===== config.mk =====
export PLATFORM = sky130hd
export DESIGN_NAME = pl0_token_scanner_flat
export DESIGN_NICKNAME = d
export VERILOG_FILES = /design/src/rtl/pl0ts_pkg.sv /design/src/rtl/pl0ts_in_if.sv /design/src/rtl/pl0ts_out_if.sv /design/src/rtl/pl0_token_scanner.sv /design/src/flat_wrapper.sv
export SDC_FILE = /design/constraint.sdc
export NUM_CORES = 1
export LEC_CHECK = 0
export ABC_AREA = 1
export BUFFER_PORTS_ARGS = -buffer_cell sky130_fd_sc_hd__buf_4
export CAP_MARGIN = 15
export CORE_ASPECT_RATIO = 0.9
export CORE_MARGIN = 2
export CORE_UTILIZATION = 40
export CTS_BUF_LIST = sky130_fd_sc_hd__clkbuf_8
export CTS_CLUSTER_DIAMETER = 50
export DETAILED_ROUTE_END_ITERATION = 10
export MAX_ROUTING_LAYER = met4
export PLACE_DENSITY = 0.6
export RECOVER_POWER = 100
export SLEW_MARGIN = 20
export SYNTH_ARGS = -nofsm -noshare
export SYNTH_HDL_FRONTEND = slang
export SYNTH_SLANG_ARGS = --single-unit
export TNS_END_PERCENT = 10

===== constraint.sdc =====
create_clock -name i_clk -period 8.3 [get_ports i_clk]
set_clock_uncertainty 0.1 [all_clocks]
set_input_delay 0.415 -clock i_clk [delete_from_list [all_inputs] [get_ports i_clk]]
set_output_delay 0.415 -clock i_clk [all_outputs]
set_load 0.005 [all_outputs]

===== src/rtl/pl0ts_pkg.sv =====
// Shared types, constants and lookup functions for the PL/0 token scanner.
// No dependencies; every other file of the scanner imports this package.
`timescale 1ns / 1ps

package pl0ts_pkg;

    // Defaults for the top-level parameters
    localparam int DEF_OFFSET_BITS   = 32;
    localparam int DEF_LENGTH_BITS   = 8;
    localparam int DEF_KEYWORD_CHARS = 9;

    // Result queue sizing: one byte produces at most three tokens
    localparam int RESULTS_MAX = 3;
    localparam int SLOT_COUNT  = 4;
    localparam int QUEUE_DEPTH = 4;

    // Keyword table shape
    localparam int KW_COUNT   = 11;
    localparam int KW_MAX_LEN = 9;

    typedef enum logic [5:0] {
        KIND_IDENT   = 6'd0,
        KIND_NUMBER  = 6'd1,
        KIND_SEMI    = 6'd2,
        KIND_COMMA   = 6'd3,
        KIND_LPAREN  = 6'd4,
        KIND_RPAREN  = 6'd5,
        KIND_TIMES   = 6'd6,
        KIND_SLASH   = 6'd7,
        KIND_PLUS    = 6'd8,
        KIND_MINUS   = 6'd9,
        KIND_EQL     = 6'd10,
        KIND_NEQ     = 6'd11,
        KIND_QUERY   = 6'd12,
        KIND_BANG    = 6'd13,
        KIND_PERIOD  = 6'd14,
        KIND_LSS     = 6'd15,
        KIND_LEQ     = 6'd16,
        KIND_GTR     = 6'd17,
        KIND_GEQ     = 6'd18,
        KIND_BECOMES = 6'd19,
        KIND_BEGIN   = 6'd20,
        KIND_CALL    = 6'd21,
        KIND_CONST   = 6'd22,
        KIND_DO      = 6'd23,
        KIND_ENDKW   = 6'd24,
        KIND_IF      = 6'd25,
        KIND_ODD     = 6'd26,
        KIND_PROC    = 6'd27,
        KIND_THEN    = 6'd28,
        KIND_VAR     = 6'd29,
        KIND_WHILE   = 6'd30,
        KIND_ERROR   = 6'd31,
        KIND_EOF     = 6'd32
    } t_kind;

    typedef enum logic [2:0] {
        MODE_IDLE   = 3'd0,
        MODE_IDENT  = 3'd1,
        MODE_NUMBER = 3'd2,
        MODE_LT     = 3'd3,
        MODE_GT     = 3'd4,
        MODE_COLON  = 3'd5
    } t_mode;

    typedef struct packed {
        logic  hit;
        t_kind kind;
    } t_sym_hit;

    // First bytes of a pending identifier, index 0 is the first character
    typedef logic [KW_MAX_LEN-1:0][7:0] t_kw_pfx;

    // Character codes
    localparam logic [7:0] CH_SEMI   = ";";
    localparam logic [7:0] CH_COMMA  = ",";
    localparam logic [7:0] CH_LPAREN = "(";
    localparam logic [7:0] CH_RPAREN = ")";
    localparam logic [7:0] CH_TIMES  = "*";
    localparam logic [7:0] CH_SLASH  = "/";
    localparam logic [7:0] CH_PLUS   = "+";
    localparam logic [7:0] CH_MINUS  = "-";
    localparam logic [7:0] CH_EQ     = "=";
    localparam logic [7:0] CH_HASH   = "#";
    localparam logic [7:0] CH_QUERY  = "?";
    localparam logic [7:0] CH_BANG   = "!";
    localparam logic [7:0] CH_PERIOD = ".";
    localparam logic [7:0] CH_LT     = "<";
    localparam logic [7:0] CH_GT     = ">";
    localparam logic [7:0] CH_COLON  = ":";
    localparam logic [7:0] CH_0      = "0";
    localparam logic [7:0] CH_9      = "9";
    localparam logic [7:0] CH_LO_A   = "a";
    localparam logic [7:0] CH_LO_Z   = "z";
    localparam logic [7:0] CH_UP_A   = "A";
    localparam logic [7:0] CH_UP_Z   = "Z";

    // Keyword text, left-justified and space padded; only the first
    // KW_LEN characters of each entry are compared
    localparam logic [KW_MAX_LEN*8-1:0] KW_TEXT [KW_COUNT] = '{
        "begin    ", "call     ", "const    ", "do       ",
        "end      ", "if       ", "odd      ", "procedure",
        "then     ", "var      ", "while    "
    };
    localparam logic [3:0] KW_LEN [KW_COUNT] = '{
        4'd5, 4'd4, 4'd5, 4'd2, 4'd3, 4'd2, 4'd3, 4'd9, 4'd4, 4'd3, 4'd5
    };

    function automatic logic is_digit(input logic [7:0] c);
        return c inside {[CH_0:CH_9]};
    endfunction

    function automatic logic is_alpha(input logic [7:0] c);
        return c inside {[CH_LO_A:CH_LO_Z], [CH_UP_A:CH_UP_Z]};
    endfunction

    // Map a byte to its single-character symbol kind
    function automatic t_sym_hit sym_lookup(input logic [7:0] c);
        t_sym_hit r;
        r.hit  = 1'b1;
        r.kind = KIND_IDENT;
        case (c)
            CH_SEMI:   r.kind = KIND_SEMI;
            CH_COMMA:  r.kind = KIND_COMMA;
            CH_LPAREN: r.kind = KIND_LPAREN;
            CH_RPAREN: r.kind = KIND_RPAREN;
            CH_TIMES:  r.kind = KIND_TIMES;
            CH_SLASH:  r.kind = KIND_SLASH;
            CH_PLUS:   r.kind = KIND_PLUS;
            CH_MINUS:  r.kind = KIND_MINUS;
            CH_EQ:     r.kind = KIND_EQL;
            CH_HASH:   r.kind = KIND_NEQ;
            CH_QUERY:  r.kind = KIND_QUERY;
            CH_BANG:   r.kind = KIND_BANG;
            CH_PERIOD: r.kind = KIND_PERIOD;
            default:   r.hit  = 1'b0;
        endcase
        return r;
    endfunction

    // Classify an identifier; len is zero when the identifier is too long
    function automatic t_kind kw_lookup(input t_kw_pfx pfx, input logic [3:0] len);
        t_kind kind;
        logic  match;
        kind = KIND_IDENT;
        for (int k = 0; k < KW_COUNT; k++) begin
            match = (len == KW_LEN[k]);
            for (int i = 0; i < KW_MAX_LEN; i++) begin
                if ((4'(i) < KW_LEN[k]) &&
                    (pfx[i] != KW_TEXT[k][(KW_MAX_LEN-1-i)*8 +: 8])) begin
                    match = 1'b0;
                end
            end
            if (match) begin
                kind = t_kind'(6'(KIND_BEGIN) + 6'(k));
            end
        end
        return kind;
    endfunction

endpackage


===== src/rtl/pl0ts_in_if.sv =====
// Source byte channel of the PL/0 token scanner: valid/ready plus payload.
// Depends on pl0ts_pkg.
`timescale 1ns / 1ps

interface pl0ts_in_if import pl0ts_pkg::*; ();
    logic       valid;
    logic       ready;
    logic [7:0] char_code;
    logic       is_last;

    modport source (output valid, output char_code, output is_last, input ready);
    modport sink   (input valid, input char_code, input is_last, output ready);
endinterface


===== src/rtl/pl0ts_out_if.sv =====
// Token channel of the PL/0 token scanner: valid/ready plus token payload.
// Depends on pl0ts_pkg for the default field widths.
`timescale 1ns / 1ps

interface pl0ts_out_if import pl0ts_pkg::*; #(
    parameter int OFFSET_BITS = DEF_OFFSET_BITS,
    parameter int LENGTH_BITS = DEF_LENGTH_BITS
) ();
    logic                   valid;
    logic                   ready;
    logic [5:0]             token_kind;
    logic [OFFSET_BITS-1:0] start_offset;
    logic [LENGTH_BITS-1:0] token_length;
    logic                   last_of_run;

    modport source (output valid, output token_kind, output start_offset,
                    output token_length, output last_of_run, input ready);
    modport sink   (input valid, input token_kind, input start_offset,
                    input token_length, input last_of_run, output ready);
endinterface


===== src/rtl/pl0_token_scanner.sv =====
// PL/0 token scanner top level: byte-at-a-time lexer with a small token queue.
// Depends on pl0ts_pkg, pl0ts_in_if and pl0ts_out_if.
//
//   channel  | direction | payload
//   ---------+-----------+----------------------------------------------------
//   i_in     | sink      | char_code[7:0], is_last
//   o_out    | source    | token_kind[5:0], start_offset, token_length,
//            |           | last_of_run
//
// One byte per cycle while the input is ready; its zero to three tokens enter a
// four-entry queue at the same edge and leave one per cycle while o_out is ready.
// Input is ready while the queue holds at most one token: a byte that yields two
// or three tokens holds the input while the queue drains.
// i_rst_n is synchronous: it clears the scan mode, offsets and the queue.
// Output stalls never touch the scan state; they hold the queue and the input.
`timescale 1ns / 1ps

module pl0_token_scanner import pl0ts_pkg::*; #(
    parameter int OFFSET_BITS   = DEF_OFFSET_BITS,
    parameter int LENGTH_BITS   = DEF_LENGTH_BITS,
    parameter int KEYWORD_CHARS = DEF_KEYWORD_CHARS
) (
    input  logic        i_clk,
    input  logic        i_rst_n,
    pl0ts_in_if.sink    i_in,
    pl0ts_out_if.source o_out
);

    localparam int CNT_W = $clog2(QUEUE_DEPTH + 1);
    localparam int RES_W = $clog2(RESULTS_MAX + 1);

    // Scan state
    t_mode                  r_mode,   n_mode;
    logic [OFFSET_BITS-1:0] r_pstart, n_pstart;
    logic [LENGTH_BITS-1:0] r_plen,   n_plen;
    logic [OFFSET_BITS-1:0] r_off,    n_off;
    logic [7:0]             r_prefix [KEYWORD_CHARS];
    logic [7:0]             n_prefix [KEYWORD_CHARS];

    // Token queue, entry 0 is the head
    logic [CNT_W-1:0]       r_cnt, n_cnt;
    t_kind                  r_q_kind  [QUEUE_DEPTH];
    t_kind                  n_q_kind  [QUEUE_DEPTH];
    logic [OFFSET_BITS-1:0] r_q_start [QUEUE_DEPTH];
    logic [OFFSET_BITS-1:0] n_q_start [QUEUE_DEPTH];
    logic [LENGTH_BITS-1:0] r_q_len   [QUEUE_DEPTH];
    logic [LENGTH_BITS-1:0] n_q_len   [QUEUE_DEPTH];
    logic                   r_q_last  [QUEUE_DEPTH];
    logic                   n_q_last  [QUEUE_DEPTH];

    // Step intermediates
    logic [7:0]             c;
    t_sym_hit               sym;
    t_mode                  m_mode;
    logic [OFFSET_BITS-1:0] m_pstart;
    logic [LENGTH_BITS-1:0] m_plen;
    logic                   do_start;
    t_kw_pfx                pfx_cur, pfx_nxt;
    logic [3:0]             len_cur, len_mid;

    // Candidate tokens in emission order: ended token, symbol, flush, end
    logic                   s_vld   [SLOT_COUNT];
    t_kind                  s_kind  [SLOT_COUNT];
    logic [OFFSET_BITS-1:0] s_start [SLOT_COUNT];
    logic [LENGTH_BITS-1:0] s_len   [SLOT_COUNT];

    // Packed tokens of this byte
    logic [RES_W-1:0]       nres;
    t_kind                  res_kind  [RESULTS_MAX];
    logic [OFFSET_BITS-1:0] res_start [RESULTS_MAX];
    logic [LENGTH_BITS-1:0] res_len   [RESULTS_MAX];

    logic                   acc, pop;
    logic [CNT_W-1:0]       base;

    assign c   = i_in.char_code;
    assign sym = sym_lookup(c);

    // Keyword compare inputs before this byte's prefix write
    always_comb begin
        for (int i = 0; i < KW_MAX_LEN; i++) begin
            pfx_cur[i] = r_prefix[i];
        end
        len_cur = (r_plen <= LENGTH_BITS'(KW_MAX_LEN)) ? r_plen[3:0] : 4'd0;
    end

    // Advance the scan by one byte and collect the tokens it ends
    always_comb begin
        m_mode   = r_mode;
        m_pstart = r_pstart;
        m_plen   = r_plen;
        do_start = 1'b0;
        for (int i = 0; i < KEYWORD_CHARS; i++) begin
            n_prefix[i] = r_prefix[i];
        end
        for (int s = 0; s < SLOT_COUNT; s++) begin
            s_vld[s]   = 1'b0;
            s_kind[s]  = KIND_IDENT;
            s_start[s] = r_pstart;
            s_len[s]   = r_plen;
        end

        case (r_mode)
            MODE_IDENT: begin
                if (is_alpha(c) || is_digit(c)) begin
                    for (int i = 0; i < KEYWORD_CHARS; i++) begin
                        if (r_plen == LENGTH_BITS'(i)) begin
                            n_prefix[i] = c;
                        end
                    end
                    if (r_plen != '1) begin
                        m_plen = r_plen + 1'b1;
                    end
                end else begin
                    s_vld[0]  = 1'b1;
                    s_kind[0] = kw_lookup(pfx_cur, len_cur);
                    do_start  = 1'b1;
                end
            end
            MODE_NUMBER: begin
                if (is_digit(c)) begin
                    if (r_plen != '1) begin
                        m_plen = r_plen + 1'b1;
                    end
                end else begin
                    s_vld[0]  = 1'b1;
                    s_kind[0] = KIND_NUMBER;
                    do_start  = 1'b1;
                end
            end
            MODE_LT, MODE_GT, MODE_COLON: begin
                s_vld[0] = 1'b1;
                if (c == CH_EQ) begin
                    s_kind[0] = (r_mode == MODE_LT) ? KIND_LEQ :
                                (r_mode == MODE_GT) ? KIND_GEQ : KIND_BECOMES;
                    s_len[0]  = LENGTH_BITS'(2);
                    m_mode    = MODE_IDLE;
                end else begin
                    s_kind[0] = (r_mode == MODE_LT) ? KIND_LSS :
                                (r_mode == MODE_GT) ? KIND_GTR : KIND_ERROR;
                    s_len[0]  = LENGTH_BITS'(1);
                    do_start  = 1'b1;
                end
            end
            default: begin
                do_start = 1'b1;
            end
        endcase

        // Open a new token when idle or on the byte that ended the old one
        if (do_start) begin
            m_mode = MODE_IDLE;
            if (sym.hit) begin
                s_vld[1]   = 1'b1;
                s_kind[1]  = sym.kind;
                s_start[1] = r_off;
                s_len[1]   = LENGTH_BITS'(1);
            end else begin
                m_pstart = r_off;
                m_plen   = LENGTH_BITS'(1);
                if (c == CH_LT) begin
                    m_mode = MODE_LT;
                end else if (c == CH_GT) begin
                    m_mode = MODE_GT;
                end else if (c == CH_COLON) begin
                    m_mode = MODE_COLON;
                end else if (is_digit(c)) begin
                    m_mode = MODE_NUMBER;
                end else if (is_alpha(c)) begin
                    m_mode      = MODE_IDENT;
                    n_prefix[0] = c;
                end else begin
                    m_plen = '0;
                end
            end
        end

        // Keyword compare inputs after this byte's prefix write
        for (int i = 0; i < KW_MAX_LEN; i++) begin
            pfx_nxt[i] = n_prefix[i];
        end
        len_mid = (m_plen <= LENGTH_BITS'(KW_MAX_LEN)) ? m_plen[3:0] : 4'd0;

        n_mode   = m_mode;
        n_pstart = m_pstart;
        n_plen   = m_plen;
        n_off    = r_off + 1'b1;

        // Final byte: flush the pending token, append the end marker, restart
        if (i_in.is_last) begin
            s_vld[2]   = (m_mode != MODE_IDLE);
            s_start[2] = m_pstart;
            s_len[2]   = LENGTH_BITS'(1);
            case (m_mode)
                MODE_IDENT: begin
                    s_kind[2] = kw_lookup(pfx_nxt, len_mid);
                    s_len[2]  = m_plen;
                end
                MODE_NUMBER: begin
                    s_kind[2] = KIND_NUMBER;
                    s_len[2]  = m_plen;
                end
                MODE_LT:    s_kind[2] = KIND_LSS;
                MODE_GT:    s_kind[2] = KIND_GTR;
                MODE_COLON: s_kind[2] = KIND_ERROR;
                default:    s_kind[2] = KIND_IDENT;
            endcase
            s_vld[3]   = 1'b1;
            s_kind[3]  = KIND_EOF;
            s_start[3] = n_off;
            s_len[3]   = '0;
            n_mode     = MODE_IDLE;
            n_pstart   = '0;
            n_plen     = '0;
            n_off      = '0;
        end
    end

    // Pack the valid candidates into consecutive result slots
    always_comb begin
        nres = '0;
        for (int j = 0; j < RESULTS_MAX; j++) begin
            res_kind[j]  = KIND_IDENT;
            res_start[j] = '0;
            res_len[j]   = '0;
        end
        for (int s = 0; s < SLOT_COUNT; s++) begin
            if (s_vld[s] && (nres < RES_W'(RESULTS_MAX))) begin
                res_kind[nres]  = s_kind[s];
                res_start[nres] = s_start[s];
                res_len[nres]   = s_len[s];
                nres            = nres + 1'b1;
            end
        end
    end

    // Queue: drop the head on a pop, append this byte's tokens behind the rest
    always_comb begin
        acc  = i_in.valid && i_in.ready;
        pop  = (r_cnt != '0) && o_out.ready;
        base = r_cnt - CNT_W'(pop);
        for (int i = 0; i < QUEUE_DEPTH - 1; i++) begin
            n_q_kind[i]  = pop ? r_q_kind[i+1]  : r_q_kind[i];
            n_q_start[i] = pop ? r_q_start[i+1] : r_q_start[i];
            n_q_len[i]   = pop ? r_q_len[i+1]   : r_q_len[i];
            n_q_last[i]  = pop ? r_q_last[i+1]  : r_q_last[i];
        end
        n_q_kind[QUEUE_DEPTH-1]  = r_q_kind[QUEUE_DEPTH-1];
        n_q_start[QUEUE_DEPTH-1] = r_q_start[QUEUE_DEPTH-1];
        n_q_len[QUEUE_DEPTH-1]   = r_q_len[QUEUE_DEPTH-1];
        n_q_last[QUEUE_DEPTH-1]  = r_q_last[QUEUE_DEPTH-1];
        for (int i = 0; i < QUEUE_DEPTH; i++) begin
            for (int j = 0; j < RESULTS_MAX; j++) begin
                if (acc && (RES_W'(j) < nres) &&
                    (base + CNT_W'(j) == CNT_W'(i))) begin
                    n_q_kind[i]  = res_kind[j];
                    n_q_start[i] = res_start[j];
                    n_q_len[i]   = res_len[j];
                    n_q_last[i]  = (RES_W'(j + 1) == nres);
                end
            end
        end
        n_cnt = base + (acc ? CNT_W'(nres) : '0);
    end

    // Control registers
    always_ff @(posedge i_clk) begin
        if (!i_rst_n) begin
            r_mode   <= MODE_IDLE;
            r_pstart <= '0;
            r_plen   <= '0;
            r_off    <= '0;
            r_cnt    <= '0;
        end else begin
            r_cnt <= n_cnt;
            if (acc) begin
                r_mode   <= n_mode;
                r_pstart <= n_pstart;
                r_plen   <= n_plen;
                r_off    <= n_off;
            end
        end
    end

    // Payload registers: identifier prefix and queue entries
    always_ff @(posedge i_clk) begin
        if (acc) begin
            for (int i = 0; i < KEYWORD_CHARS; i++) begin
                r_prefix[i] <= n_prefix[i];
            end
        end
        for (int i = 0; i < QUEUE_DEPTH; i++) begin
            r_q_kind[i]  <= n_q_kind[i];
            r_q_start[i] <= n_q_start[i];
            r_q_len[i]   <= n_q_len[i];
            r_q_last[i]  <= n_q_last[i];
        end
    end

    // Ports
    assign i_in.ready         = (r_cnt <= CNT_W'(QUEUE_DEPTH - RESULTS_MAX));
    assign o_out.valid        = (r_cnt != '0);
    assign o_out.token_kind   = r_q_kind[0];
    assign o_out.start_offset = r_q_start[0];
    assign o_out.token_length = r_q_len[0];
    assign o_out.last_of_run  = r_q_last[0];

endmodule


===== src/flat_wrapper.sv =====
// flat-port wrapper written by rule: the top's interface ports become plain ports
module pl0_token_scanner_flat import pl0ts_pkg::*;
#(
    parameter int OFFSET_BITS   = DEF_OFFSET_BITS,
    parameter int LENGTH_BITS   = DEF_LENGTH_BITS,
    parameter int KEYWORD_CHARS = DEF_KEYWORD_CHARS
)
  (i_clk, i_rst_n, i_in_valid, i_in_char_code, i_in_is_last, i_in_ready, o_out_valid, o_out_token_kind, o_out_start_offset, o_out_token_length, o_out_last_of_run, o_out_ready);
  pl0ts_in_if i_in_i ();
  pl0ts_out_if #(.OFFSET_BITS(OFFSET_BITS), .LENGTH_BITS(LENGTH_BITS)) o_out_i ();
  input  logic i_clk;
  input  logic i_rst_n;
  input wire logic [$bits(i_in_i.valid)-1:0] i_in_valid;
  input wire logic [$bits(i_in_i.char_code)-1:0] i_in_char_code;
  input wire logic [$bits(i_in_i.is_last)-1:0] i_in_is_last;
  output wire logic [$bits(i_in_i.ready)-1:0] i_in_ready;
  output wire logic [$bits(o_out_i.valid)-1:0] o_out_valid;
  output wire logic [$bits(o_out_i.token_kind)-1:0] o_out_token_kind;
  output wire logic [$bits(o_out_i.start_offset)-1:0] o_out_start_offset;
  output wire logic [$bits(o_out_i.token_length)-1:0] o_out_token_length;
  output wire logic [$bits(o_out_i.last_of_run)-1:0] o_out_last_of_run;
  input wire logic [$bits(o_out_i.ready)-1:0] o_out_ready;
  assign i_in_i.valid = i_in_valid;
  assign i_in_i.char_code = i_in_char_code;
  assign i_in_i.is_last = i_in_is_last;
  assign i_in_ready = i_in_i.ready;
  assign o_out_valid = o_out_i.valid;
  assign o_out_token_kind = o_out_i.token_kind;
  assign o_out_start_offset = o_out_i.start_offset;
  assign o_out_token_length = o_out_i.token_length;
  assign o_out_last_of_run = o_out_i.last_of_run;
  assign o_out_i.ready = o_out_ready;
  pl0_token_scanner #(.OFFSET_BITS(OFFSET_BITS), .LENGTH_BITS(LENGTH_BITS), .KEYWORD_CHARS(KEYWORD_CHARS)) u_core (.i_clk(i_clk), .i_rst_n(i_rst_n), .i_in(i_in_i), .o_out(o_out_i));
endmodule

==> impl_metrics.yaml, run 1 <==
yosys:
  synth_cells: 3722
  post_synth_num_cell_types: 64
  syn_area_um2: 25420
  synth_area_leader_cell: "edfxtp_1"
  ys_top_cells_by_area: "edfxtp_1, nand2_1, inv_1, dfxtp_1, nor2_1"
  netlist.area_leader.share: 0.3071
  ys_warn_count: 0
  synth-seq-cells: 338
  synth_seq_area_share: 0.3685
  synth_edf_count: 260
  synthFlopType: "edfxtp_1"
  synth_nets: 3753
  avgSynthCellArea_um2: 6.831
  ys_async_sr_fraction: 0
timing:
  slew_viol_final: 194
  relSlewSlack: -1.310
  setup_viol: 0
  fin_tns_setup_ns: 0
  max_freq_ghz: 0.1393
  tightest_slew_ns: 3.466
  period_share: 0.8652
  hold_viol: 0
  post-route-min-period_ns: 7.181
  rsz0062_at_grt: "false"
clocking:
  cts_tree: "built"
  clock-sinks: 338
  clockBufferDepth: 3
  post-cts-setup-buffers: 0
  h-tree-depth: 3
  cts_buffers: 69
  path_clk_slew_ns: 0.06
  cts_resized: 0
  root_buffer: "clkbuf_8"
  insertion_delay_ns: 0.68
global_route:
  first_global_vias: 23090
  grtUsageTotal: 0.2931
  overflow: 0
  grt_max_degree: 75
  antenna_found_initial: 1
  grt_pass1_wl_um: 145300
power:
  p_sw_mw: 2.770
  switching_share: 0.3898
  p_leak_nw: 10.81
  clock_power_share: 0.260
  p_seq_frac: 0.402
  intPower_mw: 4.336
  powerDensity_nw_per_um2: 259.5
  combPwrFrac: 0.338
  ir_drop_mv: 0.2253
setup_path:
  cp.required_ns: 8.64
  cp-start-kind: "primary input"
  cp-end-kind: "flip-flop"
  crit_type: "primary input to flip-flop"
  crit_fanout: 72
  worstPathArrival_ns: 7.52
routing:
  vias: 26340
  drt.antenna.violating_nets: 0
  routed_wirelength_um: 95900
  wl_per_cell_um: 20.97
  via_per_inst: 5.758
  first_pass_iters: 6
  drc: 0
  drt-initial-drc-count: 4156
place:
  dp_hpwl_um: 64820
  place_congestion: 0.9953
  io_buffers: 61
die:
  die_h_um: 243.2
  rows: 87
  core_area_um2: 62810
  num_io_pins: 62
  die_width_um: 269.7
  initial_utilization: 0.4048
  die_area_um2: 65590
cells_and_area:
  mostFrequentLayoutCells: "nand2_1, inv_1, nor2_1"
  syn_to_final_growth_pct: 7.717
  fin_nets: 3708
  nFillCells: 6583
  final_common_cell: "nand2_1"
  post_route_cells_drive_above_1_share: 0.07752
  fin_util: 0.4360
job:
  cap_violations: 4
hold_path:
  hold_class: "primary input to flip-flop"
status:
  violations: "capacitance limit, slew limit"
  status: "finished with violations"
## final timing paths
| path | from | to | slack [ns] | depth (start not counted) |
|---|---|---|---|---|
| worst min register to register | u_core.r_pstart[14] | u_core.r_pstart[14] | 0.36 | 2 |
| worst max register to register | u_core.r_mode[1] | u_core.r_q_kind[0][1] | 1.51 | 30 |
| worst min-delay path | i_in_char_code[6] | u_core.r_prefix[8][6] | 0.05 | 3 |
| worst max-delay path | i_in_char_code[1] | u_core.r_q_kind[0][1] | 1.12 | 27 |
## state kept, by name, summed over array words and instances (netlist names)
name	cells
u_core.r_q_start	128
u_core.r_prefix	72
u_core.r_off	32
u_core.r_pstart	32
u_core.r_q_len	32
u_core.r_q_kind	24
u_core.r_plen	8
u_core.r_q_last	4
u_core.r_cnt	3
u_core.r_mode	3
## what timing repair did
| action | 4_1_cts | 5_1_grt |
|---|---|---|
| endpoints found under the setup margin | 0 | 0 |
| hold endpoints to repair | 4 | 0 |
| hold buffers | 1 | 0 |
## stage by stage
stage | area (µm²) | setup slack [ns] | hold WS, ns | total power [mW] | cells
2_1_floorplan | 25420 | 2.038 | 0.3453 | 4.420 | 3722
3_3_place_gp | 26140 | 1.688 | 0.3533 | 5.295 | 4450
3_5_place_dp | 26140 | 1.532 | 0.3559 | 5.304 | 4450
4_1_cts | 27550 | 1.937 | 0.02621 | 7.159 | 4573
5_1_grt | 27390 | 0.7720 | 0.07301 | 7.506 | 4574
6_report | 27390 | 1.119 | 0.04821 | 7.106 | 4574
## power groups by stage
stage               clock (mW)  combinational [mW]  sequential, mW
global route              1.95                2.65            2.90
CTS                       1.87                2.43            2.85
floorplan                    0                1.60            2.82
detailed placement           0                2.43            2.88
finish                    1.85                2.40            2.86
global placement             0                2.42            2.88
## metal layers
layer / track usage / part of all wire / vias to the layer above
met3: 0.07361 / 0.12 / 179
li1: - / - / 12410
met4: 0.07876 / 0.026 / 0
met5: - / 0 / -
met2: 0.4035 / 0.41 / 1564
met1: 0.4222 / 0.45 / 12190
## final cells by class
cell class                      count  area (µm²)  share of cell area
Clock inverter                     50       415.4             0.01517
Antenna cell                        1       2.502          0.00009138
Clock buffer                       72       991.0             0.03619
Timing Repair Buffer               97       675.6             0.02467
Inverter                          475        1799             0.06570
Multi-Input combinational cell   2696       13080              0.4775
Sequential cell                   338        9369              0.3421
Tap cell                          845        1057             0.03861
## cells in the mapped netlist (all sizes together), types with 2 or more instances
| library cell | count |
|---|---|
| nor3 | 50 |
| or2 | 7 |
| a41oi | 19 |
| dfxtp | 78 |
| o2111ai | 5 |
| o21bai | 3 |
| a21oi | 218 |
| nand3b | 6 |
| o221ai | 66 |
| nor4 | 23 |
| a22oi | 3 |
| nand2 | 1134 |
| nor2 | 348 |
| a21boi | 3 |
| a31oi | 28 |
| edfxtp | 260 |
| o211ai | 68 |
| nor3b | 3 |
| inv | 469 |
| clkinv | 6 |
| o21a | 2 |
| clkbuf | 83 |
| ha | 17 |
| nand4 | 46 |
| buf | 130 |
| o31ai | 7 |
| a31o | 2 |
| nand3 | 224 |
| o21ai | 300 |
| xor2 | 21 |
| o22ai | 85 |
## logic make-up after synthesis
| logic type | count (synthesis) | synth area share |
|---|---|---|
| adders and majority gates | 18 | 0.009154 |
| AOI/OAI and AO/OA | 812 | 0.1900 |
| xor gates and xnor gates | 21 | 0.007235 |
| buffers and inverters | 688 | 0.1151 |
| and+or+nand+nor | 1844 | 0.3096 |
| DFF | 338 | 0.3685 |
| muxes | 1 | 0.0003937 |
## worst max-delay path: stages
cell      delay (ns)
buf_4           0.20
nand2_1         0.17
nand2_1         0.09
nand3_1         0.06
nand3_1         0.70
clkbuf_1        1.02
nand2_8         0.49
nand2_1         0.27
nand2_1         0.09
nand2_1         0.12
nand2_1         0.07
nand2_2         0.10
nor2_2          0.04
a21oi_1         0.30
inv_1           0.12
ha_1            0.21
nor2_1          0.26
nand2_1         0.62
buf_4           0.52
nand2_1         0.52
inv_1           0.29
nand3_1         0.14
o21ai_0         0.28
nand2_1         0.15
nand3_1         0.09
nand2_1         0.08
inv_1           0.04
Note: power is estimated with default switching activity, not from simulation.
==> run 2: changes to the inputs <==
--- a/config.mk
+++ b/config.mk
@@ -17,6 +17,7 @@
 export MAX_ROUTING_LAYER = met4
 export PLACE_DENSITY = 0.6
 export RECOVER_POWER = 100
+export SKIP_LAST_GASP = 1
 export SLEW_MARGIN = 20
 export SYNTH_ARGS = -nofsm -noshare
 export SYNTH_HDL_FRONTEND = slang
==> constraint.sdc (replaced) <==
create_clock -name i_clk -period 8.35 [get_ports i_clk]
set_clock_uncertainty 0.1 [all_clocks]
set_input_delay 0.4175 -clock i_clk [delete_from_list [all_inputs] [get_ports i_clk]]
set_output_delay 0.4175 -clock i_clk [all_outputs]
set_load 0.005 [all_outputs]
==> impl_metrics.yaml, run 2 (synthesis results as in run 1) <==
setup_path:
  reg2reg_slack_ns: 1.49
  crit_type: "primary input to flip-flop"
  reg2reg_to: "u_core.r_q_kind[1][3]"
  worstPathArrival_ns: 7.65
  worst-path-buf-inv: 10
  cp_top_family: "simple AND/OR/NAND/NOR gates"
  cpMostUsedCell: "nand2_1"
  critical_path.max_stage_delay_ns: 0.71
  reg2reg_depth: 29
  r2r_start: "u_core.r_mode[1]"
  slowest_stage: "nand3_2"
  cp.required_ns: 8.68
  crit_fanout: 40
  cp-end-kind: "flip-flop"
  cp-start-kind: "primary input"
timing:
  hold_slack_ns: 0.1047
  hold_viol: 0
  slew_viol_final: 189
  max_freq_ghz: 0.1366
  relSlewSlack: -1.652
  period_share: 0.8769
  rsz0062_at_grt: "false"
  setup_ws_ns: 1.028
  fin_tns_setup_ns: 0
  tightest_slew_ns: 3.979
  post-route-min-period_ns: 7.322
  setup_viol: 0
cells_and_area:
  multi_input_area_um2: 13060
  stdcell_count: 4586
  top_register: "u_core.r_q_start"
  nFillCells: 6600
  fin_nets: 3712
  syn_to_final_growth_pct: 7.928
  post_route_cells_drive_above_1_share: 0.07863
  largest_reg_flops: 128
  register_area_um2: 9369
  mostFrequentLayoutCells: "nand2_1, inv_1, nor2_1"
  fin_area_um2: 27440
  reg_top3: "u_core.r_q_start x128, u_core.r_prefix x72"
  final_common_cell: "nand2_1"
clocking:
  clockBufferDepth: 3
  clock-sinks: 338
  insertion_delay_ns: 0.69
  post-cts-setup-buffers: 0
  cts_tree: "built"
  path_clk_slew_ns: 0.06
  root_buffer: "clkbuf_8"
  h-tree-depth: 3
  cts_buffers: 71
place:
  place_area_um2: 26130
  place_congestion: 0.9939
  io_buffers: 61
  dp_hpwl_um: 65360
  place_inst: 4451
  place_worst_setup_slack_ns: 1.551
routing:
  drt-initial-drc-count: 4064
  drt.antenna.violating_nets: 0
  vias: 26260
  routed_wirelength_um: 96500
  wl_per_cell_um: 21.04
  via_per_inst: 5.726
  drc: 0
  first_pass_iters: 6
global_route:
  antenna_found_initial: 1
  grt_pass1_wl_um: 146700
  grtUsageTotal: 0.2958
  first_global_vias: 23390
  overflow: 0
  grt_max_degree: 75
status:
  status: "finished with violations"
  violations: "capacitance limit, slew limit"
die:
  num_io_pins: 62
  core_area_um2: 62810
  die_h_um: 243.2
  initial_utilization: 0.4048
  rows: 87
  die_area_um2: 65590
  die_width_um: 269.7
job:
  cap_violations: 3
hold_path:
  hold_class: "primary input to flip-flop"
  min-delay-start: "i_in_char_code[5]"
  hold_depth: 3
  hold_path_end: "u_core.r_prefix[8][5]"
power:
  p_leak_nw: 10.85
  powerDensity_nw_per_um2: 258.8
  ir_drop_mv: 0.1687
## run 2: worst max path at each step
stage | start | to | slack (ns) | depth (start not counted)
6_report | i_in_char_code[6] | u_core.r_q_kind[1][3] | 1.03 | 33
5_1_grt | i_in_char_code[6] | u_core.r_q_kind[1][3] | 0.69 | 33
4_1_cts | u_core.r_mode[1] | u_core.r_q_start[1][30] | 1.73 | 24
3_5_place_dp | i_in_char_code[0] | u_core.r_q_start[1][0] | 1.55 | 26
3_3_place_gp | i_in_char_code[6] | u_core.r_q_start[1][14] | 1.64 | 32
2_1_floorplan | i_in_char_code[1] | u_core.r_q_kind[0][0] | 2.09 | 32
## run 2: layout make-up
cell class	instances	area share
Antenna cell	2	0.0001824
Clock buffer	75	0.03762
Clock inverter	56	0.01528
Inverter	475	0.06562
Multi-Input combinational cell	2696	0.4759
Sequential cell	338	0.3415
Tap cell	845	0.03853
Timing Repair Buffer	99	0.02544
## run 2: through the flow
step	utilization	power, mW
3_5_place_dp	0.4160	5.286
5_1_grt	0.4369	7.486
4_1_cts	0.4395	7.154
6_report	0.4369	7.100
3_3_place_gp	0.4160	5.274
2_1_floorplan	-	4.393
## run 2: worst reg2reg max path: cells and delay by family (launching register included)
family,cells,cell delay (ns)
AND/OR/NAND/NOR,18,3.76
buffers and inverters,9,1.92
flip-flops,1,0.44
AO/OA/AOI/OAI,1,0.20
adder cells (fa/ha/maj),1,0.20
## run 2: metal layers
| layer | share of wire | track usage | routed length [µm] | vias to the layer above |
|---|---|---|---|---|
| met1 | 0.45 | 0.4268 | 43070 | 12100 |
| li1 | - | - | - | 12440 |
| met5 | 0 | - | 0 | - |
| met4 | 0.024 | 0.07206 | 2343 | 0 |
| met3 | 0.11 | 0.06134 | 10840 | 171 |
| met2 | 0.42 | 0.4199 | 40230 | 1553 |
## run 2: power by group
group / internal [mW] / switching, mW
combinational: 0.721 / 1.67
sequential: 2.62 / 0.231
clock: 1.00 / 0.857
## run 2: timing repair
action	in CTS	in global routing
resized for setup	0	0
hold endpoints to repair	3	0
hold buffers	2	0
